$ cat src/hdl/wmg_pkg.sv
package wmg_pkg;

    typedef enum logic [1:0] {
        ST_NORMAL = 2'd0,
        ST_HEIGHT = 2'd1,
        ST_NEGRAD = 2'd2,
        ST_SAT    = 2'd3
    } status_t;

    localparam int NUM_W  = 55;
    localparam int DEN_W  = 25;
    localparam int QUO_W  = 32;
    localparam int ROOT_W = QUO_W / 2;

    localparam logic [15:0] GUST_MAX = 16'hFFFF;

    // Payload carried through the long-division stages.
    typedef struct packed {
        logic [NUM_W-1:0] rem;
        logic [DEN_W-1:0] den;
        logic [QUO_W-1:0] quo;
        status_t          status;
    } div_t;

    // Payload carried through the square-root stages.
    typedef struct packed {
        logic [QUO_W-1:0]  rad;
        logic [ROOT_W-1:0] root;
        status_t           status;
    } sqrt_t;

endpackage

$ cat src/hdl/wmg_sqrt.sv
module wmg_sqrt (
    input  logic           aclk,
    input  logic           aresetn,
    input  logic           en,
    input  logic           in_valid,
    input  wmg_pkg::sqrt_t in_data,
    output logic           out_valid,
    output logic [15:0]    gust_speed,
    output wmg_pkg::status_t status
);
    import wmg_pkg::*;

    // Digit-by-digit root: the radicand field keeps q - root^2.
    logic [ROOT_W:0] v_reg;
    sqrt_t           r_reg  [ROOT_W+1];
    sqrt_t           r_next [ROOT_W];

    assign v_reg[0] = in_valid;
    assign r_reg[0] = in_data;

    for (genvar g = 0; g < ROOT_W; g++) begin : g_stage
        localparam int K = ROOT_W - 1 - g;
        logic [QUO_W+1:0] trial;

        assign trial = ({{(QUO_W+2-ROOT_W){1'b0}}, r_reg[g].root} << (K + 1))
                     + ((QUO_W+2)'(1) << (2 * K));

        always_comb begin
            r_next[g] = r_reg[g];
            if ({2'b00, r_reg[g].rad} >= trial) begin
                r_next[g].rad     = r_reg[g].rad - trial[QUO_W-1:0];
                r_next[g].root[K] = 1'b1;
            end
        end

        always_ff @(posedge aclk) begin
            if (!aresetn) begin
                v_reg[g+1] <= 1'b0;
            end else if (en) begin
                v_reg[g+1] <= v_reg[g];
            end
            if (en) begin
                r_reg[g+1] <= r_next[g];
            end
        end
    end

    assign out_valid  = v_reg[ROOT_W];
    assign status     = r_reg[ROOT_W].status;
    assign gust_speed = (r_reg[ROOT_W].status == ST_SAT) ? GUST_MAX : r_reg[ROOT_W].root;

endmodule

$ cat config.mk
export PLATFORM = sky130hd
export DESIGN_NAME = wmg_sqrt
export DESIGN_NICKNAME = d
export VERILOG_FILES = /design/src/hdl/wmg_pkg.sv /design/src/hdl/wmg_sqrt.sv
export SDC_FILE = /design/constraint.sdc
export NUM_CORES = 1
export LEC_CHECK = 0
export BUFFER_PORTS_ARGS = -buffer_cell sky130_fd_sc_hd__buf_2
export CELL_PAD_IN_SITES_DETAIL_PLACEMENT = 2
export CELL_PAD_IN_SITES_GLOBAL_PLACEMENT = 2
export CORE_ASPECT_RATIO = 2
export CORE_MARGIN = 1.5
export CORE_UTILIZATION = 40
export DETAILED_ROUTE_END_ITERATION = 6
export GPL_ROUTABILITY_DRIVEN = 0
export PLACE_DENSITY = 0.82
export SLEW_MARGIN = 25
export SYNTH_ARGS = -nofsm -noshare
export SYNTH_HDL_FRONTEND = slang
export SYNTH_SLANG_ARGS = --single-unit
$ cat constraint.sdc
create_clock -name aclk -period 4.5 [get_ports aclk]
set_input_delay 0.45 -clock aclk [delete_from_list [all_inputs] [get_ports aclk]]
set_output_delay 0.45 -clock aclk [all_outputs]
set_load 0.05 [all_outputs]
==> reports/summary.txt <==
Worst slew pin tran: 871.8 ps
TritonCTS Buffers: 78
Max-slew violation count: 0
H-tree Lvls: 3
Clock sinks: 784
Asr flop ratio synth: 0%
Critical path class: register to register
Final ANT Viol Nets: 0
Routed length per instance: 25.51 um
Startpoint Class: register
Final Hold Fails: 0
EDFF count, synth: 768
Max Cap Viol: 0
Worst-path clk slew: 70 ps
Worst EP required: 4960 ps
IO Port Bufs: 72
Final core occ: 45.51%
Die ar.: 111800 um^2
Cell Rows: 171
Routed WL: 139.3 mm
Final TNS setup: 0 ps
Area leader, netlist: edfxtp_1
Distinct cells, synth: 90
Grt ovf: 0
Yosys warnings: 0
Largest net degree at the start of global routing: 114
Vias in the first global route: 37600
Share of post-route cells with drive strength above 1: 9.936%
CTS tree: done
Synthesized Nets: 4151
Family with the most delay on the worst path: simple AND/OR/NAND/NOR gates
Skew-Pair Late Insertion Delay: 700 ps
I/O pin total: 73
Die Wd: 237.2 um
Largest register FFs: 511
Max Fclk: 0.2339 GHz
Synthesized netlist cell count: 3797
Setup-failing EPs final: 0
All-Layer GR Usage: 25.18%
Yosys reg bits: 784
Layout Skew: 33.99 ps
Sequential area share after synthesis: 53.28%
Worst EP arrival: 4730 ps
Crit path max fanout: 32
Max-slew headroom: 41.34%
Leakage power: 18.69 nW
Starting Density: 40.38%
Power Density: 608.8 nW/um^2
Primary FF master, synth: edfxtp_1
Die outline height: 471.4 um
PnR worst setup slack: 223.8 ps
CP endpoint kind: register
Netlist Area Pre-Place: 43890 um^2
Post-route minimum period: 4276 ps
Min Hold Slack: 38.60 ps
HP Class: input pin to register
Pre-CTS WS: 238.5 ps
CTS max path bufs: 3
RSZ-0062 raised after global routing: false
Synth top area share: 52.55%
Dominant cells by area after synthesis: edfxtp_1 (53%), ha_1 (8.1%), xnor2_1 (4.0%), xor2_1 (3.5%), a21oi_1 (2.8%)
Cell Chain, Critical Path: and3_1 -> and3_1 -> nand3_1 -> nor2_1 -> nand2_1 -> xor2_1 -> ha_1 -> a21o_1 -> a211o_1 -> or3_1 -> nor4_2 -> buf_4 -> a211oi_1 -> a21o_1
Nets: 4368
DR vias/cell: 5.786
Status: finished, final reports clean
Vias: 31600
CP max-delay cell: edfxtp_1
Max incr delay on CP: 440 ps
Worst path buffer plus inverter count: 1
Tcrit/Tclk final: 95.03%
IR drop worst, VDD: 354.4 uV
First-pass DRT Iterations: 4
Root buf cell: clkbuf_16
# Post-CTS Setup Buffers: 0
First-pass GRT wire length: 213.0 mm
Core area: 108700 um^2
DP HPWL: 107.4 mm
Average size of a mapped cell: 11.56 um^2
Area grow syn2layout: 12.71%
Drt drc: 0
Initial antenna violation count: 2
DRT iter0 DRCs: 1331
-- cells by family after synthesis --
logic type	synth area share, %
AOI/OAI and AO/OA	12.41
xor gates and xnor gates	7.523
adders and majority gates	8.809
buffers and inverters	2.326
DFF	53.28
muxes	2.483
and+or+nand+nor	13.17
-- layout by cell type, fill, tap and decap left out, drive strengths merged, types with 12 or more instances in the layout --
cell type	n
a21o	84
nor4	44
nor3	72
o2111ai	12
a211oi	27
a21oi	245
xnor2	200
nand2b	69
a31oi	32
or2	23
o21ai	194
ha	285
nor4b	12
mux2	74
buf	166
and3	60
nand4b	25
nor2b	63
o31a	21
inv	207
or3	20
o21bai	19
edfxtp	768
clkbuf	100
and4	12
fa	15
nand4	39
clkinv	31
nand3	131
nor2	264
xor2	177
o31ai	29
dlygate4sd3	33
dfxtp	16
nand2	244
mux2i	23
o21a	64
o211ai	16
-- through the flow --
| stage | power (mW) | area [um^2] | instances |
|---|---|---|---|
| CTS | 30.27 | 49430 | 5460 |
| global route | 31.71 | 49460 | 5461 |
| finish | 30.11 | 49460 | 5461 |
| global placement | 22.62 | 46610 | 5282 |
| detailed placement | 23.45 | 46650 | 5285 |
| floorplan | 19.14 | 43890 | 3797 |
-- layer usage --
layer  vias to the layer above  share of wire (%)  global-route usage [%]  wire, um
met1                     15830                 26                   16.79     36000
met3                       481                2.1                   2.668      2862
li1                      14660                  -                       -         -
met2                       625                 62                   55.04     85770
met4                         0                 11                   23.29     14650
met5                         -                  0                       0         0
-- area by class of cell --
cell class | count | area, um^2
inverter | 202 | 758.2
antenna | 1 | 2.502
clock buffer | 100 | 2130
fill | 11040 | 59220
multi-input combinational | 2749 | 19590
sequential | 784 | 23380
clock inverter | 42 | 317.8
tap | 1384 | 1732
timing repair buffer | 199 | 1551
-- path summary, 6_finish.rpt --
kind / start / end / cells after the start / slack [ps]
max reg2reg: r_next[54] / r_reg[74] / 14 / 220
min reg2reg: r_next[250] / r_next[200] / 0 / 410
min: in_data[28] / r_reg[778] / 1 / 40
max: r_next[54] / r_reg[74] / 14 / 220
-- where the power goes --
group	switching [mW]	internal [mW]
Sequential	1.08	10.3
Combinational	7.29	4.89
Clock	2.99	3.58
-- cells in the mapped netlist, types with 10 or more instances --
library cell and n:
fa_1 15, o31ai_1 28, a211oi_1 26, edfxtp_1 768
xnor2_1 200, a21o_1 84, nor4b_1 12, a31oi_1 32
o21a_1 64, or2_2 22, nor2b_1 63, a21oi_1 244
o21ai_0 191, nand4_1 39, dfxtp_1 16, nand4b_1 25
mux2i_1 23, or4_1 11, nand2_1 243, nor2_1 264
o31a_1 21, ha_1 285, o2111ai_1 12, nand3_1 131
nor3_1 70, nor4_1 44, mux2_2 67, xor2_1 177
nand3b_1 11, o211ai_1 16, and4_1 12, clkbuf_1 48
or3_1 19, nand2b_1 69, o21bai_1 19, and2_1 10
and3_1 60, inv_1 202
-- worst register-to-register path, cell delays in order (launching register included) --
cell      delay (ps)
edfxtp_1         440
and3_1           230
and3_1           270
nand3_1          210
nor2_1           250
nand2_1          120
xor2_1           210
ha_1             350
a21o_1           190
a211o_1          340
or3_1            430
nor4_2           310
buf_4            390
a211oi_1         140
a21o_1           170
-- repair_timing --
item,CTS,global route
hold endpoints to repair,33,0
resized for setup,0,5
hold buffers,33,0
endpoints found under the setup margin,0,19
Power figures use the tool's default switching activity.
