## config.mk

```make
export PLATFORM = sky130hd
export DESIGN_NAME = wmg_front
export DESIGN_NICKNAME = d
export VERILOG_FILES = /design/src/hdl/wmg_pkg.sv /design/src/hdl/wmg_front.sv
export SDC_FILE = /design/constraint.sdc
export NUM_CORES = 2
export LEC_CHECK = 0
export BUFFER_PORTS_ARGS = -buffer_cell sky130_fd_sc_hd__buf_2
export CORE_ASPECT_RATIO = 0.7
export CORE_MARGIN = 5
export CORE_UTILIZATION = 30
export CTS_CLUSTER_DIAMETER = 150
export DETAILED_ROUTE_END_ITERATION = 8
export PLACE_DENSITY = 0.45
export SLEW_MARGIN = 20
export SYNTH_ARGS = -nofsm -noshare
export SYNTH_HDL_FRONTEND = slang
export SYNTH_SLANG_ARGS = --single-unit
```

## constraint.sdc

```tcl
create_clock -name aclk -period 14.2 [get_ports aclk]
set_clock_uncertainty 0.15 [all_clocks]
set_input_delay 2.13 -clock aclk [delete_from_list [all_inputs] [get_ports aclk]]
set_output_delay 2.13 -clock aclk [all_outputs]
set_load 0.005 [all_outputs]
```

## src/hdl/wmg_pkg.sv

```systemverilog
package wmg_pkg;

    typedef enum logic [1:0] {
        ST_NORMAL = 2'd0,
        ST_HEIGHT = 2'd1,
        ST_NEGRAD = 2'd2,
        ST_SAT    = 2'd3
    } status_t;

    localparam int NUM_W  = 55;
    localparam int DEN_W  = 25;
    localparam int QUO_W  = 32;
    localparam int ROOT_W = QUO_W / 2;

    localparam logic [15:0] GUST_MAX = 16'hFFFF;

    // Payload carried through the long-division stages.
    typedef struct packed {
        logic [NUM_W-1:0] rem;
        logic [DEN_W-1:0] den;
        logic [QUO_W-1:0] quo;
        status_t          status;
    } div_t;

    // Payload carried through the square-root stages.
    typedef struct packed {
        logic [QUO_W-1:0]  rad;
        logic [ROOT_W-1:0] root;
        status_t           status;
    } sqrt_t;

endpackage

```

## src/hdl/wmg_front.sv

```systemverilog
module wmg_front (
    input  logic               aclk,
    input  logic               aresetn,
    input  logic               en,
    input  logic               in_valid,
    input  logic signed [13:0] surface_temp,
    input  logic signed [14:0] freeze_height,
    input  logic        [12:0] surface_mixr,
    input  logic        [12:0] freeze_mixr,
    output logic               out_valid,
    output wmg_pkg::div_t      out_data
);
    import wmg_pkg::*;

    // Stage 1: squares, mixing-ratio term, denominator.
    logic               v1_reg;
    logic        [26:0] tsq1_reg;
    logic        [27:0] hsq1_reg;
    logic signed [15:0] diff1_reg;
    logic        [10:0] smin1_reg;
    logic [DEN_W-1:0]   den1_reg;
    logic               hpos1_reg;

    logic signed [27:0] tprod;
    logic signed [29:0] hprod;
    logic               hpos_next;
    logic signed [15:0] diff_next;

    assign tprod     = surface_temp * surface_temp;
    assign hprod     = freeze_height * freeze_height;
    assign hpos_next = !freeze_height[14] && (freeze_height != 15'sd0);
    assign diff_next = $signed({3'b000, surface_mixr})
                     - $signed({2'b00, freeze_mixr, 1'b0}) - 16'sd3000;

    always_ff @(posedge aclk) begin
        if (!aresetn) begin
            v1_reg <= 1'b0;
        end else if (en) begin
            v1_reg <= in_valid;
        end
        if (en) begin
            tsq1_reg  <= tprod[26:0];
            hsq1_reg  <= hprod[27:0];
            diff1_reg <= diff_next;
            smin1_reg <= (surface_mixr < 13'd1200) ? surface_mixr[10:0] : 11'd1200;
            den1_reg  <= hpos_next ? DEN_W'(freeze_height[13:0] * 11'd1920) : DEN_W'(1);
            hpos1_reg <= hpos_next;
        end
    end

    // Stage 2: scale the temperature term, multiply the moisture term by H^2.
    logic               v2_reg;
    logic        [39:0] a2_reg;
    logic signed [43:0] b2_reg;
    logic        [10:0] smin2_reg;
    logic [DEN_W-1:0]   den2_reg;
    logic               hpos2_reg;

    logic        [40:0] a_prod;
    logic signed [44:0] b_prod;

    assign a_prod = tsq1_reg * 14'd10000;
    assign b_prod = diff1_reg * $signed({1'b0, hsq1_reg});

    always_ff @(posedge aclk) begin
        if (!aresetn) begin
            v2_reg <= 1'b0;
        end else if (en) begin
            v2_reg <= v1_reg;
        end
        if (en) begin
            a2_reg    <= a_prod[39:0];
            b2_reg    <= b_prod[43:0];
            smin2_reg <= smin1_reg;
            den2_reg  <= den1_reg;
            hpos2_reg <= hpos1_reg;
        end
    end

    // Stage 3: the index sum.
    logic               v3_reg;
    logic signed [44:0] i3_reg;
    logic        [10:0] smin3_reg;
    logic [DEN_W-1:0]   den3_reg;
    logic               hpos3_reg;

    always_ff @(posedge aclk) begin
        if (!aresetn) begin
            v3_reg <= 1'b0;
        end else if (en) begin
            v3_reg <= v2_reg;
        end
        if (en) begin
            i3_reg    <= $signed({5'b00000, a2_reg}) + 45'(b2_reg);
            smin3_reg <= smin2_reg;
            den3_reg  <= den2_reg;
            hpos3_reg <= hpos2_reg;
        end
    end

    // Stage 4: numerator and special-case status.
    logic             v4_reg;
    logic [NUM_W-1:0] num4_reg;
    logic [DEN_W-1:0] den4_reg;
    status_t          st4_reg;

    status_t          st_next;
    logic             live_next;

    always_comb begin
        st_next   = ST_NORMAL;
        live_next = 1'b0;
        if (!hpos3_reg) begin
            st_next = ST_HEIGHT;
        end else if (smin3_reg == 11'd0) begin
            st_next = ST_NORMAL;
        end else if (i3_reg[44]) begin
            st_next = ST_NEGRAD;
        end else begin
            live_next = 1'b1;
        end
    end

    always_ff @(posedge aclk) begin
        if (!aresetn) begin
            v4_reg <= 1'b0;
        end else if (en) begin
            v4_reg <= v3_reg;
        end
        if (en) begin
            num4_reg <= live_next ? NUM_W'(smin3_reg * i3_reg[43:0]) : '0;
            den4_reg <= live_next ? den3_reg : DEN_W'(1);
            st4_reg  <= st_next;
        end
    end

    // Stage 5: saturation when the quotient reaches 2^32.
    logic             v5_reg;
    div_t             d5_reg;
    logic             sat;

    assign sat = {2'b00, num4_reg} >= {den4_reg, {QUO_W{1'b0}}};

    always_ff @(posedge aclk) begin
        if (!aresetn) begin
            v5_reg <= 1'b0;
        end else if (en) begin
            v5_reg <= v4_reg;
        end
        if (en) begin
            d5_reg.rem    <= sat ? '0 : num4_reg;
            d5_reg.den    <= sat ? DEN_W'(1) : den4_reg;
            d5_reg.quo    <= '0;
            d5_reg.status <= sat ? ST_SAT : st4_reg;
        end
    end

    assign out_valid = v5_reg;
    assign out_data  = d5_reg;

endmodule

```

==> summary.md <==
| Metric | Value |
|---|---|
| RR Endpoint | `b2_reg[42]$_DFFE_PP_` |
| Top cells by area, synth | `fa_1, edfxtp_1, ha_1` |
| Reg2reg path depth | `22` |
| Leading cell types by count after synthesis | `inv_1, fa_1, nand2_1` |
| RSZ-0062 raised after global routing | `no` |
| Final hold vios | `0` |
| CORE AREA | `between 200,000 and 250,000 um^2` |
| FFs w/ async S/R, synth | `0` |
| I/O pins | `174` |
| Data arrival time of the worst path | `between 8 and 9 ns` |
| Setup crit end kind | `flop` |
| GR Util All Layers | `0.145` |
| CTS root buffer | `clkbuf_16` |
| H-tree levels | `2` |
| Layout cells sized above 1 | `0.0422` |
| DRT Wirelength | `between 150,000 and 200,000 um` |
| CTS-repair resized insts | `0` |
| Post-placement cell count | `9,372` |
| Yosys cell types | `83` |
| Gr ovfl total | `0` |
| Worst-margin pin slew | `~1.0 ns` |
| Setup tns final | `0 ns` |
| GPL Wtd Cong | `0.838` |
| Worst min-delay path category | `flop to flop` |
| Worst path most repeated cell | `fa_1` |
| Crit start category | `input port` |
| Routed Antenna Nets | `0` |
| Drt first pass iters | `7` |
| Filler Cell Count | `between 20,000 and 25,000` |
| Die area | `229,000 um^2` |
| Slowest CP cell | `fa_1` |
| DP Worst Slack | `~5.0 ns` |
| CP top delay family | `adder cells` |
| DRT iter0 DRCs | `~2,100` |
| First-pass GRT wire length | `266,000 um` |
| Hold slack | `0.261 ns` |
| Critical setup path kind | `input port to flop` |
| Vias per std cell | `between 4 and 5` |
| Worst-case clock buffer depth | `3` |
| Initial Util | `0.302` |
| Yosys top cell by area | `fa_1` |
| Setup ws final | `5.67 ns` |
| Slew headroom | `0.298` |
| # port buffers | `around 140` |
| CTS tree | `done` |
| Bufs and invs on worst path | `4` |
| Largest net degree at the start of global routing | `around 100` |
| Hold EP | `i3_reg[3]$_DFFE_PP_` |
| WP data required | `14.43 ns` |
| Fin cells | `around 9,500` |
| Dpl hpwl | `between 100,000 and 150,000 um` |
| Hold path startpoint | `b2_reg[3]$_DFFE_PP_` |
| Cells along the critical path | `buf_2 -> clkinv_1 -> nor2_1 -> fa_1 -> inv_1 -> fa_1 -> fa_1 -> fa_1 -> inv_1 -> fa_1 -> fa_1 -> ha_1 -> or4_1 -> a31oi_1 -> o21ai_0 -> a21oi_1 -> nor2_1 -> a211oi_1 -> o21bai_1 -> xor2_1` |
| Top_reg_cell synth | `edfxtp_1` |
| Total CTS buffers | `50` |
| Synthesized area | `~66,000 um^2` |
| Min Clock Period, post-route | `8.53 ns` |
| Maxcap violations | `0` |
| Avg Inst Size Synth | `approximately 10 um^2` |
| P&R area growth vs syn | `8.04%` |
| Clock Sinks | `443` |
| Pins Over Slew Limit | `0` |
| Die height | `around 400 um` |
| Hold depth | `0` |
| Status | `complete, no violations` |
| Synth top area share | `0.360` |
| Clock Latency Late Sink | `between 0.6 and 0.7 ns` |
| Post-CTS Setup Bufs | `0` |
| CP max stage delay | `roughly 0.58 ns` |
| DRC viols | `0` |
| Nets@finish | `8,352` |
| # rows | `between 100 and 150` |
| Post-synth EDFFs | `~440` |
| Tcrit/Tclk final | `0.601` |
| Launching point of the worst reg2reg path | `diff1_reg[15]$_DFFE_PP_` |
| Max Freq | `roughly 120 MHz` |
| Synth warnings | `0` |
| Most frequent cell after synthesis | `inv_1` |
| Number of flip-flops in the largest register | `76` |
| Setup violators final | `0` |
| Reg2reg setup slack | `roughly 6.4 ns` |
| Sequential area share after synthesis | `0.201` |
| Seq cells post-synth | `around 440` |
| Mapped Cells | `6,516` |
| Initial antenna violation count | `3` |
| CP Max Fanout | `12` |
| Vias in the first global route | `around 47,000` |
| Worst-path clk slew | `about 0.060 ns` |
| Hold buffer count at CTS | `0` |
| Drt wl/cell | `17.2 um` |
| DIE WIDTH | `570 um` |
| Vias | `42,900` |
-- placed cells by master (no fill, tap or decap), types with 15 or more instances in the layout --
cell type	n
inv_1	1376
a211oi_1	18
nand2b_1	43
nor2b_1	37
nor2_1	235
buf_4	35
o21a_1	32
edfxtp_1	438
buf_2	134
or3_1	18
o21ai_0	99
nor3_1	33
clkbuf_16	50
xor2_1	75
clkinv_1	15
a31oi_1	26
and3_1	27
ha_1	584
nand3_1	43
and2_1	560
a21o_1	105
nand4_1	25
o21bai_1	44
conb_1	49
a21oi_1	202
fa_1	1184
nand2_1	677
xnor2_1	183
-- how the worst max path moves through the flow --
stage,start,endpoint,slack (ns),depth (start not counted)
6_report,freeze_height[3],hsq1_reg[22]$_DFFE_PP_,5.67,20
5_1_grt,freeze_height[3],hsq1_reg[22]$_DFFE_PP_,5.38,20
4_1_cts,freeze_height[3],hsq1_reg[22]$_DFFE_PP_,5.73,20
3_5_place_dp,freeze_height[3],hsq1_reg[22]$_DFFE_PP_,5.04,20
3_3_place_gp,freeze_height[3],hsq1_reg[22]$_DFFE_PP_,5.12,20
2_1_floorplan,surface_temp[5],tsq1_reg[26]$_DFFE_PP_,6.22,23
-- worst reg2reg max path, delay by kind of cell, from the launching register on --
family	cells	cell delay, ns
buf+inv	4	0.62
flops	1	0.74
fa+ha+maj	7	3.27
xor+xnor	1	0.20
simple gates	1	0.19
compound gates	9	2.49
-- routing by layer --
metal | GRT usage | vias up | share of wire
met1 | 0.218 | 22100 | 0.50
met3 | 0.0188 | 127 | 0.040
met2 | 0.228 | 647 | 0.45
li1 | - | 20100 | -
met4 | 0.0228 | 0 | 0.014
met5 | 0 | - | 0
-- cell type report --
cell class	count	area, um^2	share of cell area
diodes	2	5.00	0.0000704
clock buffers	62	1300	0.0182
clock inverters	29	322	0.00452
inverters	1382	5190	0.0730
multi-input cells	4477	46400	0.653
flip-flops and latches	443	13300	0.186
well taps	2900	3630	0.0510
repair buffers	171	976	0.0137
-- through the flow --
stage / utilization / cell area (um^2)
2_1_floorplan: - / 66000
3_3_place_gp: 0.319 / 69400
3_5_place_dp: 0.319 / 69400
4_1_cts: 0.327 / 71000
5_1_grt: 0.327 / 71100
6_report: 0.327 / 71100
-- cell families (layout without fill, tap and decap cells) --
family                   Yosys count  in the layout  synth area share
XOR/XNOR                         259            259            0.0347
multiplexers                       9              9           0.00141
adder cells (fa/ha/maj)         1768           1768             0.471
flip-flops                       443            443             0.201
AND/OR/NAND/NOR                 1745           1745             0.130
buffers and inverters           1643           1644            0.0959
other                              2             51          0.000114
AO/OA/AOI/OAI                    647            647            0.0646
Power is not shown: default switching activity piles up to over one toggle a cycle in this logic, so the estimate is an artifact.
