===== src/hdl/wmg_pkg.sv =====
package wmg_pkg;

    typedef enum logic [1:0] {
        ST_NORMAL = 2'd0,
        ST_HEIGHT = 2'd1,
        ST_NEGRAD = 2'd2,
        ST_SAT    = 2'd3
    } status_t;

    localparam int NUM_W  = 55;
    localparam int DEN_W  = 25;
    localparam int QUO_W  = 32;
    localparam int ROOT_W = QUO_W / 2;

    localparam logic [15:0] GUST_MAX = 16'hFFFF;

    // Payload carried through the long-division stages.
    typedef struct packed {
        logic [NUM_W-1:0] rem;
        logic [DEN_W-1:0] den;
        logic [QUO_W-1:0] quo;
        status_t          status;
    } div_t;

    // Payload carried through the square-root stages.
    typedef struct packed {
        logic [QUO_W-1:0]  rad;
        logic [ROOT_W-1:0] root;
        status_t           status;
    } sqrt_t;

endpackage


===== src/hdl/wmg_skid.sv =====
module wmg_skid (
    input  logic             aclk,
    input  logic             aresetn,
    input  logic             in_valid,
    input  logic [15:0]      in_gust,
    input  wmg_pkg::status_t in_status,
    output logic             room,
    output logic             m_valid,
    input  logic             m_ready,
    output logic [15:0]      m_gust_speed,
    output logic [1:0]       m_status
);
    import wmg_pkg::*;

    logic        out_v_reg;
    logic [15:0] out_g_reg;
    status_t     out_s_reg;
    logic        skid_v_reg;
    logic [15:0] skid_g_reg;
    status_t     skid_s_reg;
    logic        take;

    assign take = m_ready || !out_v_reg;

    always_ff @(posedge aclk) begin
        if (!aresetn) begin
            out_v_reg  <= 1'b0;
            skid_v_reg <= 1'b0;
        end else if (skid_v_reg) begin
            if (take) begin
                out_v_reg  <= 1'b1;
                skid_v_reg <= 1'b0;
            end
        end else if (in_valid) begin
            if (take) begin
                out_v_reg <= 1'b1;
            end else begin
                skid_v_reg <= 1'b1;
            end
        end else if (take) begin
            out_v_reg <= 1'b0;
        end
        if (skid_v_reg) begin
            if (take) begin
                out_g_reg <= skid_g_reg;
                out_s_reg <= skid_s_reg;
            end
        end else if (in_valid) begin
            if (take) begin
                out_g_reg <= in_gust;
                out_s_reg <= in_status;
            end else begin
                skid_g_reg <= in_gust;
                skid_s_reg <= in_status;
            end
        end
    end

    assign room         = !skid_v_reg;
    assign m_valid      = out_v_reg;
    assign m_gust_speed = out_g_reg;
    assign m_status     = out_s_reg;

endmodule


===== config.mk =====
export PLATFORM = sky130hd
export DESIGN_NAME = wmg_skid
export DESIGN_NICKNAME = d
export VERILOG_FILES = /design/src/hdl/wmg_pkg.sv /design/src/hdl/wmg_skid.sv
export SDC_FILE = /design/constraint.sdc
export NUM_CORES = 1
export LEC_CHECK = 0
export ABC_CLOCK_PERIOD_IN_PS = 2170
export CAP_MARGIN = 40
export CORE_MARGIN = 4
export CORE_UTILIZATION = 54
export DETAILED_ROUTE_END_ITERATION = 6
export DONT_BUFFER_PORTS = 1
export HOLD_SLACK_MARGIN = 0.08
export MAX_ROUTING_LAYER = met4
export PLACE_DENSITY = 0.72
export RECOVER_POWER = 100
export SYNTH_ARGS = -nofsm -noshare
export SYNTH_HDL_FRONTEND = slang
export SYNTH_SLANG_ARGS = --single-unit

===== constraint.sdc =====
create_clock -name aclk -period 2.17 [get_ports aclk]
set_clock_uncertainty 0.05 [all_clocks]
set_input_delay 0.1085 -clock aclk [delete_from_list [all_inputs] [get_ports aclk]]
set_output_delay 0.1085 -clock aclk [all_outputs]
set_load 0.02 [all_outputs]

==> results of run 1 <==
cell families after synthesis:
logic type / synth area share, %
AND/OR/NAND/NOR: 2.33
buffers and inverters: 1.88
flip-flops: 80.2
AO/OA/AOI/OAI: 1.07
multiplexers: 14.5
stage by stage:
step           power (W)  setup slack, ns  utilization (%)  cell area, um^2
2_1_floorplan   0.000937            0.329                -             1400
3_3_place_gp    0.000952            0.792             59.2             1470
3_5_place_dp    0.000955            0.742             59.2             1470
4_1_cts          0.00133            0.688             70.3             1740
5_1_grt          0.00137            0.359             69.5             1720
6_report         0.00131            0.479             69.5             1720
cells in the mapped netlist:
| library cell | number | share of area, % |
|---|---|---|
| dfxtp_1 | 2 | 2.9 |
| nor2_2 | 1 | 0.45 |
| a21boi_1 | 1 | 0.54 |
| nor3b_2 | 1 | 0.90 |
| buf_6 | 2 | 1.6 |
| edfxtp_1 | 36 | 77 |
| mux2_2 | 18 | 15 |
| nor3b_1 | 1 | 0.54 |
| inv_1 | 1 | 0.27 |
| o21a_1 | 1 | 0.54 |
| nand2b_1 | 1 | 0.45 |
worst max-delay path, cell delays in order, from the launching register on:
cell and delay [ns]:
dfxtp_1 0.46, nand2b_1 0.16, nor3b_2 0.23, clkbuf_1 0.44
what timing repair did:
action                                 CTS  global route
endpoints found under the hold margin   38             0
hold buffers                            22             0
setup buffers                            0             0
routing by layer:
metal,GRT usage (%),up-vias
met3,6.36,4
met2,25.4,32
met4,7.77,0
met5,-,-
met1,16.9,333
li1,-,314
worst paths after layout:
kind	from	cells after the start	slack, ns	endpoint
worst max-delay path	m_valid$_SDFFE_PN0P_	3	0.48	skid_g_reg[1]$_DFFE_PP_
worst min-delay path	in_valid	2	0.29	m_gust_speed[9]$_DFFE_PP_
worst max register to register	m_valid$_SDFFE_PN0P_	3	0.48	skid_g_reg[1]$_DFFE_PP_
worst min register to register	skid_g_reg[3]$_DFFE_PP_	1	0.51	m_gust_speed[3]$_DFFE_PP_
final cells by class:
class	instances	area, um^2
Clock buffer	5	37.5
Clock inverter	3	16.3
Fill cell	181	756
Inverter	1	3.75
Multi-Input combinational cell	24	250
Sequential cell	38	1120
Tap cell	30	37.5
Timing Repair Buffer	27	255
power breakdown:
group	total [W]	internal, W	leakage (nW)	switching [W]
logic	0.0000835	0.0000489	0.186	0.0000346
clock network	0.000341	0.000120	0.0286	0.000221
registers	0.000885	0.000843	0.355	0.0000417
total	0.00131	0.00101	0.570	0.000297
==> impl_metrics.ini, run 1 <==
[run_status]
run_status = complete, no violations

[route]
routed_wl_um = 2260
met2_length_um = 1220
wl_met1_um = 835
met3_length_um = 184
ant_nets = 0
wl_per_cell_um = 17.7
drt_iter0_drc = 37
drt_first_pass_iters = 4
num_vias = 683
top_layer = met4
drc = 0
vias_per_cell = 5.34

[place]
gp_congestion = 0.664
io_buffers = 0
dpl.cell_count = 98

[global_routing]
grt_max_degree = 17
grt_antenna_before_repair = 0
gr-total-overflow = 0
grt_usage_pct = 15.8
grt_pass1_wl_um = 3640
grt_pass1_vias = 740

[timing]
max_freq_mhz = 591
fin_crit_sh_pct = 77.9
slew_headroom_pct = 57.2
hold_viol = 0
slew_violations = 0
holdWs_ns = 0.291
min_period_ns = 1.69
tns_ns = 0
setup_viol = 0
tightest_slew_ns = 0.641
rsz0062_at_grt = no

[synth]
yosys.cell_types.count = 11
seq_area_frac_synth_pct = 80.2
avgSynthCellArea_um2 = 21.5
synth-seq-cells = 38
synth.net_count = 87
yosysWarnings = 0
syn_inst = 65
syn_area_um2 = 1400

[clock_network]
insertion_delay_ns = 0.33
cts-root-buf = clkbuf_4
clk_path_buf_depth = 2
ctsResizeCount = 0
cts_tree = built
h-tree-depth = 2
cts_made_buffers = 5
cts_sinks = 38
clk_pin_slew_ns = 0.11

[floorplan]
start_util_pct = 56.4
die_x_um = 58.9
dieArea_um2 = 3470
std_cell_rows = 18
ios = 42
core_um2 = 2480
die_h_um = 58.9

[critical_path]
arrival_ns = 1.63
endpoint_kind = flip-flop
path_max_fanout = 10
crit_type = flip-flop to flip-flop
worstPathRequired_ns = 2.11
cp-start-kind = flip-flop

[pwr]
peakVddDrop_mv = 0.673
leakage_nw = 0.570
power_density_nw_per_um2 = 761

[layout]
nNetsFinal = 119
final_common_cell = edfxtp_1
diodes = 0
drive_above_1_share_pct = 28.6
area_growth_pct = 23.2
final_cells = 128
layout_common_cells = 36 x edfxtp_1, 22 x dlygate4sd3_1, 18 x mux2_2, 5 x clkbuf_4, 4 x clkbuf_1

[run]
drv_cap = 0

[min_path]
holdCritPathClass = input port to flip-flop
Note: power is estimated with default switching activity, not from simulation.
==> inputs of run 2 (changes only) <==
Settings changed: ABC_CLOCK_PERIOD_IN_PS 2170 to 1400.
Clock period 2.17 ns to 1.4 ns, I/O delays scaled along.
==> run 2 against run 1 <==
  * Wire length increased by 4.6%
  * First-iteration DRC count decreased by 54%
  * Combinational power increased by 70%
  * Critical path depth unchanged
  * Via count shrank 2.8%
  * Non-clock buffer count is 2 lower
  * Count of clock-buffer cells in the layout up 1
  * Sequential share of layout area is 2.7 points lower
  * Register-to-register slack worse by 0.34 ns
  * Power is 88% higher
  * Maximum frequency up 34%
  * Clock power grew to 2.8 times the previous value
  * Largest cell class unchanged
  * Largest power group unchanged
==> impl_metrics.ini, run 2 (same netlist as run 1, synthesis figures left out) <==
[global_routing]
grt_pass1_vias = 761
grt_pass1_wl_um = 3740
grt_antenna_before_repair = 0
grt_usage_pct = 16.0
grt_max_degree = 19
gr-total-overflow = 0

[critical_path]
reg2reg_depth = 3
r2r-end = m_gust_speed[12]$_DFFE_PP_
worstPathRequired_ns = 1.40
reg2reg_slack_ns = 0.13
endpoint_kind = flip-flop
path_max_fanout = 12
cp-start-kind = flip-flop
arrival_ns = 1.26
cpMaxStageDelayCell = dfxtp_4
cp_cell_sequence = nand2b_4 -> o21a_2 -> buf_12
worst_path_largest_cell_delay_ns = 0.39
crit_type = flip-flop to flip-flop
r2r_start = m_valid$_SDFFE_PN0P_

[min_path]
holdCritPathClass = input port to flip-flop
hold_path.startpoint = in_valid
holdPathStages = 2
worstHoldEndpoint = skid_s_reg[1]$_DFFE_PP_

[timing]
slew_headroom_pct = 84.1
tightest_slew_ns = 0.239
rsz0062_at_grt = no
min_period_ns = 1.27
setup_viol = 0
setup_ws_ns = 0.135
max_freq_mhz = 790
fin_crit_sh_pct = 90.4
hold_viol = 0
slew_violations = 0

[place]
gp_congestion = 0.652
dp_slack_ns = 0.129
io_buffers = 0
post-dp-hpwl_um = 1580
dpl.cell_count = 97
place_area_um2 = 1490

[route]
drt_first_pass_iters = 4
vias_per_cell = 5.27
num_vias = 664
drt_iter0_drc = 17
ant_nets = 0
drc = 0
wl_per_cell_um = 18.8
routed_wl_um = 2370

[clock_network]
cts_tree = built
cts_sinks = 38
ctsHoldBuffers = 21
cts_made_buffers = 5
h-tree-depth = 2
clk_pin_slew_ns = 0.11
ctsResizeCount = 0
clk_path_buf_depth = 2
insertion_delay_ns = 0.33
cts-root-buf = clkbuf_4
cts_setup_buffers = 0

[layout]
layout_common_cells = 36 x edfxtp_1, 21 x dlygate4sd3_1, 17 x mux2_2, 5 x clkbuf_4
stdcell_area_um2 = 1800
nFillCells = 152
final_common_cell = edfxtp_1
nNetsFinal = 117
drive_above_1_share_pct = 36.5
diodes = 0
final_cells = 126
area_growth_pct = 29.0

[floorplan]
die_h_um = 58.9
start_util_pct = 56.4
die_x_um = 58.9
ios = 42
core_um2 = 2480
dieArea_um2 = 3470
std_cell_rows = 18

[pwr]
p_int_w = 0.00200
power_density_nw_per_um2 = 1360
leakage_nw = 0.615
clkPwrFrac_pct = 38.4
switchingPower_w = 0.000463
peakVddDrop_mv = 1.09
p_seq_share_pct = 55.8
pwr-share-comb_pct = 5.8
sw_frac_of_total_pct = 18.8

[run]
drv_cap = 0

[run_status]
run_status = complete, no violations
-- run 2: cell types whose count changed in the layout (fill, tap and decap cells not counted), sizes merged --
cell / delta
clkinv: -2
bufinv: +2
buf: +2
clkinvlp: -1
dlygate4sd3: -1
clkbuf: -2
-- run 2: how the worst max path moves through the flow --
stage,startpoint,end,slack [ns],depth (start not counted)
after floorplan,skid_v_reg$_SDFF_PN0_,skid_g_reg[0]$_DFFE_PP_,-0.07,2
after global placement,skid_v_reg$_SDFF_PN0_,m_gust_speed[2]$_DFFE_PP_,0.17,2
after detailed placement,skid_v_reg$_SDFF_PN0_,m_gust_speed[2]$_DFFE_PP_,0.13,2
after CTS,skid_v_reg$_SDFF_PN0_,m_gust_speed[2]$_DFFE_PP_,0.11,2
after global routing,skid_v_reg$_SDFF_PN0_,m_gust_speed[7]$_DFFE_PP_,0.08,2
final,m_valid$_SDFFE_PN0P_,m_gust_speed[12]$_DFFE_PP_,0.13,3
-- run 2: power groups by stage --
stage                     clock network (W)   logic, W  registers, W
after floorplan                           0  0.0000642       0.00139
after global placement                    0  0.0000862       0.00140
after detailed placement                  0  0.0000911       0.00140
after CTS                          0.000957   0.000146       0.00138
after global routing                0.00102   0.000155       0.00138
final                              0.000944   0.000142       0.00137
-- run 2: stage by stage --
step                      utilization (%)  power (W)  setup TNS (ns)  hold slack [ns]
after detailed placement             60.3    0.00149               0            0.119
after global placement               60.3    0.00149               0            0.119
after CTS                            73.2    0.00248               0            0.137
after global routing                 72.8    0.00256               0            0.139
after floorplan                         -    0.00146           -1.25            0.119
final                                72.8    0.00246               0            0.159
-- run 2: critical path, delay by kind of cell, from the launching register on --
kind,cells,cell delay [ns]
flip-flops,1,0.39
AO/OA/AOI/OAI,1,0.27
buffers and inverters,1,0.18
AND/OR/NAND/NOR,1,0.10
-- run 2: final cells by class --
class / count / area [um^2] / share of cell area [%]
clock buffer: 6 / 51.3 / 2.85
inverter: 1 / 3.75 / 0.208
clock inverter: 2 / 60.1 / 3.33
tap: 30 / 37.5 / 2.08
timing repair buffer: 25 / 263 / 14.6
sequential: 38 / 1130 / 62.5
multi-input combinational: 24 / 262 / 14.5
-- run 2: layer usage --
metal	share of wire, %	global-route usage (%)	vias to the layer above
met2	52	26.5	29
met1	39	17.2	316
met4	1.4	5.83	0
li1	-	-	314
met5	0	-	-
met3	6.8	6.36	5
==> inputs of run 3 (changes only) <==
Settings changed: CELL_PAD_IN_SITES_DETAIL_PLACEMENT from default to 0, CELL_PAD_IN_SITES_GLOBAL_PLACEMENT from default to 1, CORE_UTILIZATION 54 to 45, PLACE_DENSITY 0.72 to default, PLACE_DENSITY_LB_ADDON from default to 0.1, SKIP_LAST_GASP from default to 1.
==> run 3 against run 2 <==
  * Setup slack got worse by 0.070 ns
  * Largest power group unchanged
  * Clock power decreased by 4.8%
  * Count of clock-buffer cells in the layout fell by 1
  * Critical path type unchanged
  * Highest routed layer unchanged
==> impl_metrics.ini, run 3 (same netlist as run 1, synthesis figures left out) <==
[run_status]
run_status = complete, no violations

[place]
io_buffers = 0
post-dp-hpwl_um = 1560
gp_congestion = 0.622
place_area_um2 = 1500
dpl.cell_count = 100

[timing]
slew_violations = 0
min_period_ns = 1.34
slew_headroom_pct = 81.9
tightest_slew_ns = 0.272
fin_crit_sh_pct = 95.4
setup_viol = 0
hold_viol = 0
max_freq_mhz = 749
holdWs_ns = 0.162
rsz0062_at_grt = no

[critical_path]
path_delay_family = buffers and inverters
cp.depth = 3
cp_cell_sequence = nor2_2 -> nor3b_1 -> dlygate4sd3_1
cpMaxStageDelayCell = dlygate4sd3_1
path_max_fanout = 5
startpoint = skid_v_reg$_SDFF_PN0_
r2r_start = skid_v_reg$_SDFF_PN0_
endpoint_kind = flip-flop
worst_path_largest_cell_delay_ns = 0.57
arrival_ns = 1.56
crit_buf_inv = 1
crit_type = flip-flop to flip-flop
cp-start-kind = flip-flop
reg2reg_depth = 3
worstPathRequired_ns = 1.63

[layout]
utilization_pct = 63.1
seq_area_um2 = 1130
diodes = 0
area_growth_pct = 28.7
nFillCells = 221
drive_above_1_share_pct = 37.4
final_common_cell = edfxtp_1
nNetsFinal = 120
layout_common_cells = 36 x edfxtp_1, 22 x dlygate4sd3_1, 18 x mux2_2, 5 x clkbuf_4
final_cells = 130
stdcell_area_um2 = 1800
multi_input_area_um2 = 259

[floorplan]
std_cell_rows = 19
dieArea_um2 = 4060
start_util_pct = 49.0
die_x_um = 63.7
ios = 42
die_h_um = 63.7
core_um2 = 2850

[route]
drc = 0
num_vias = 685
ant_nets = 0
vias_per_cell = 5.27
routed_wl_um = 2330
drt_iter0_drc = 45
wl_per_cell_um = 17.9
drt_first_pass_iters = 4

[pwr]
total_power_w = 0.00241
power_density_nw_per_um2 = 1340
peakVddDrop_mv = 0.775
leakage_nw = 0.621

[clock_network]
h-tree-depth = 2
insertion_delay_ns = 0.34
clk_pin_slew_ns = 0.12
ctsResizeCount = 0
clk_path_buf_depth = 2
cts_sinks = 38
cts_tree = built
cts-root-buf = clkbuf_4
cts_made_buffers = 5

[run]
drv_cap = 0

[global_routing]
grt_max_degree = 13
grt_usage_pct = 13.2
gr-total-overflow = 0
grt_pass1_vias = 722
grt_antenna_before_repair = 0
grt_pass1_wl_um = 3840

[min_path]
hold_path.startpoint = in_valid
holdPathStages = 2
holdCritPathClass = input port to flip-flop
==> run 3: metrics by stage <==
step                      worst slack, ns  setup TNS, ns
after global routing               0.0141              0
after global placement              0.147              0
after floorplan                   -0.0697          -1.25
after detailed placement            0.132              0
final                              0.0648              0
after CTS                          0.0889              0
==> run 3: repair_timing <==
item                      CTS  global route
hold buffers               22             0
hold endpoints to repair   45             0
setup buffers               0             0
==> run 3: worst paths after layout <==
| path | to | slack, ns |
|---|---|---|
| max | skid_v_reg$_SDFF_PN0_ | 0.06 |
| min | skid_g_reg[8]$_DFFE_PP_ | 0.16 |
| max reg2reg | skid_v_reg$_SDFF_PN0_ | 0.06 |
| min reg2reg | m_gust_speed[15]$_DFFE_PP_ | 0.51 |
==> run 3: area by class of cell <==
| cell class | count | area share (%) |
|---|---|---|
| flip-flops and latches | 38 | 62.6 |
| repair buffers | 28 | 15.0 |
| multi-input cells | 24 | 14.4 |
| clock inverters | 3 | 3.55 |
| well taps | 31 | 2.16 |
| clock buffers | 5 | 2.09 |
| inverters | 1 | 0.209 |
==> run 3: worst reg2reg max path: cells and delay by family (launching register included) <==
kind,cells,cell delay [ns]
DFF,1,0.41
buffers and inverters,1,0.57
and+or+nand+nor,2,0.26
==> run 3: per-layer routing <==
| metal | wire length [um] | vias to the layer above | track usage (%) |
|---|---|---|---|
| met1 | 961 | 336 | 15.6 |
| li1 | - | 320 | - |
| met3 | 155 | 2 | 5.78 |
| met4 | 13 | 0 | 4.04 |
| met5 | 0 | - | - |
| met2 | 1200 | 27 | 20.3 |
==> run 3: where the power goes <==
group	switching [W]	total (W)	internal [W]	leakage, nW
clock	0.000348	0.000899	0.000550	0.0528
combinational	0.0000526	0.000134	0.0000809	0.213
sequential	0.0000670	0.00137	0.00131	0.356
total	0.000468	0.00241	0.00194	0.621
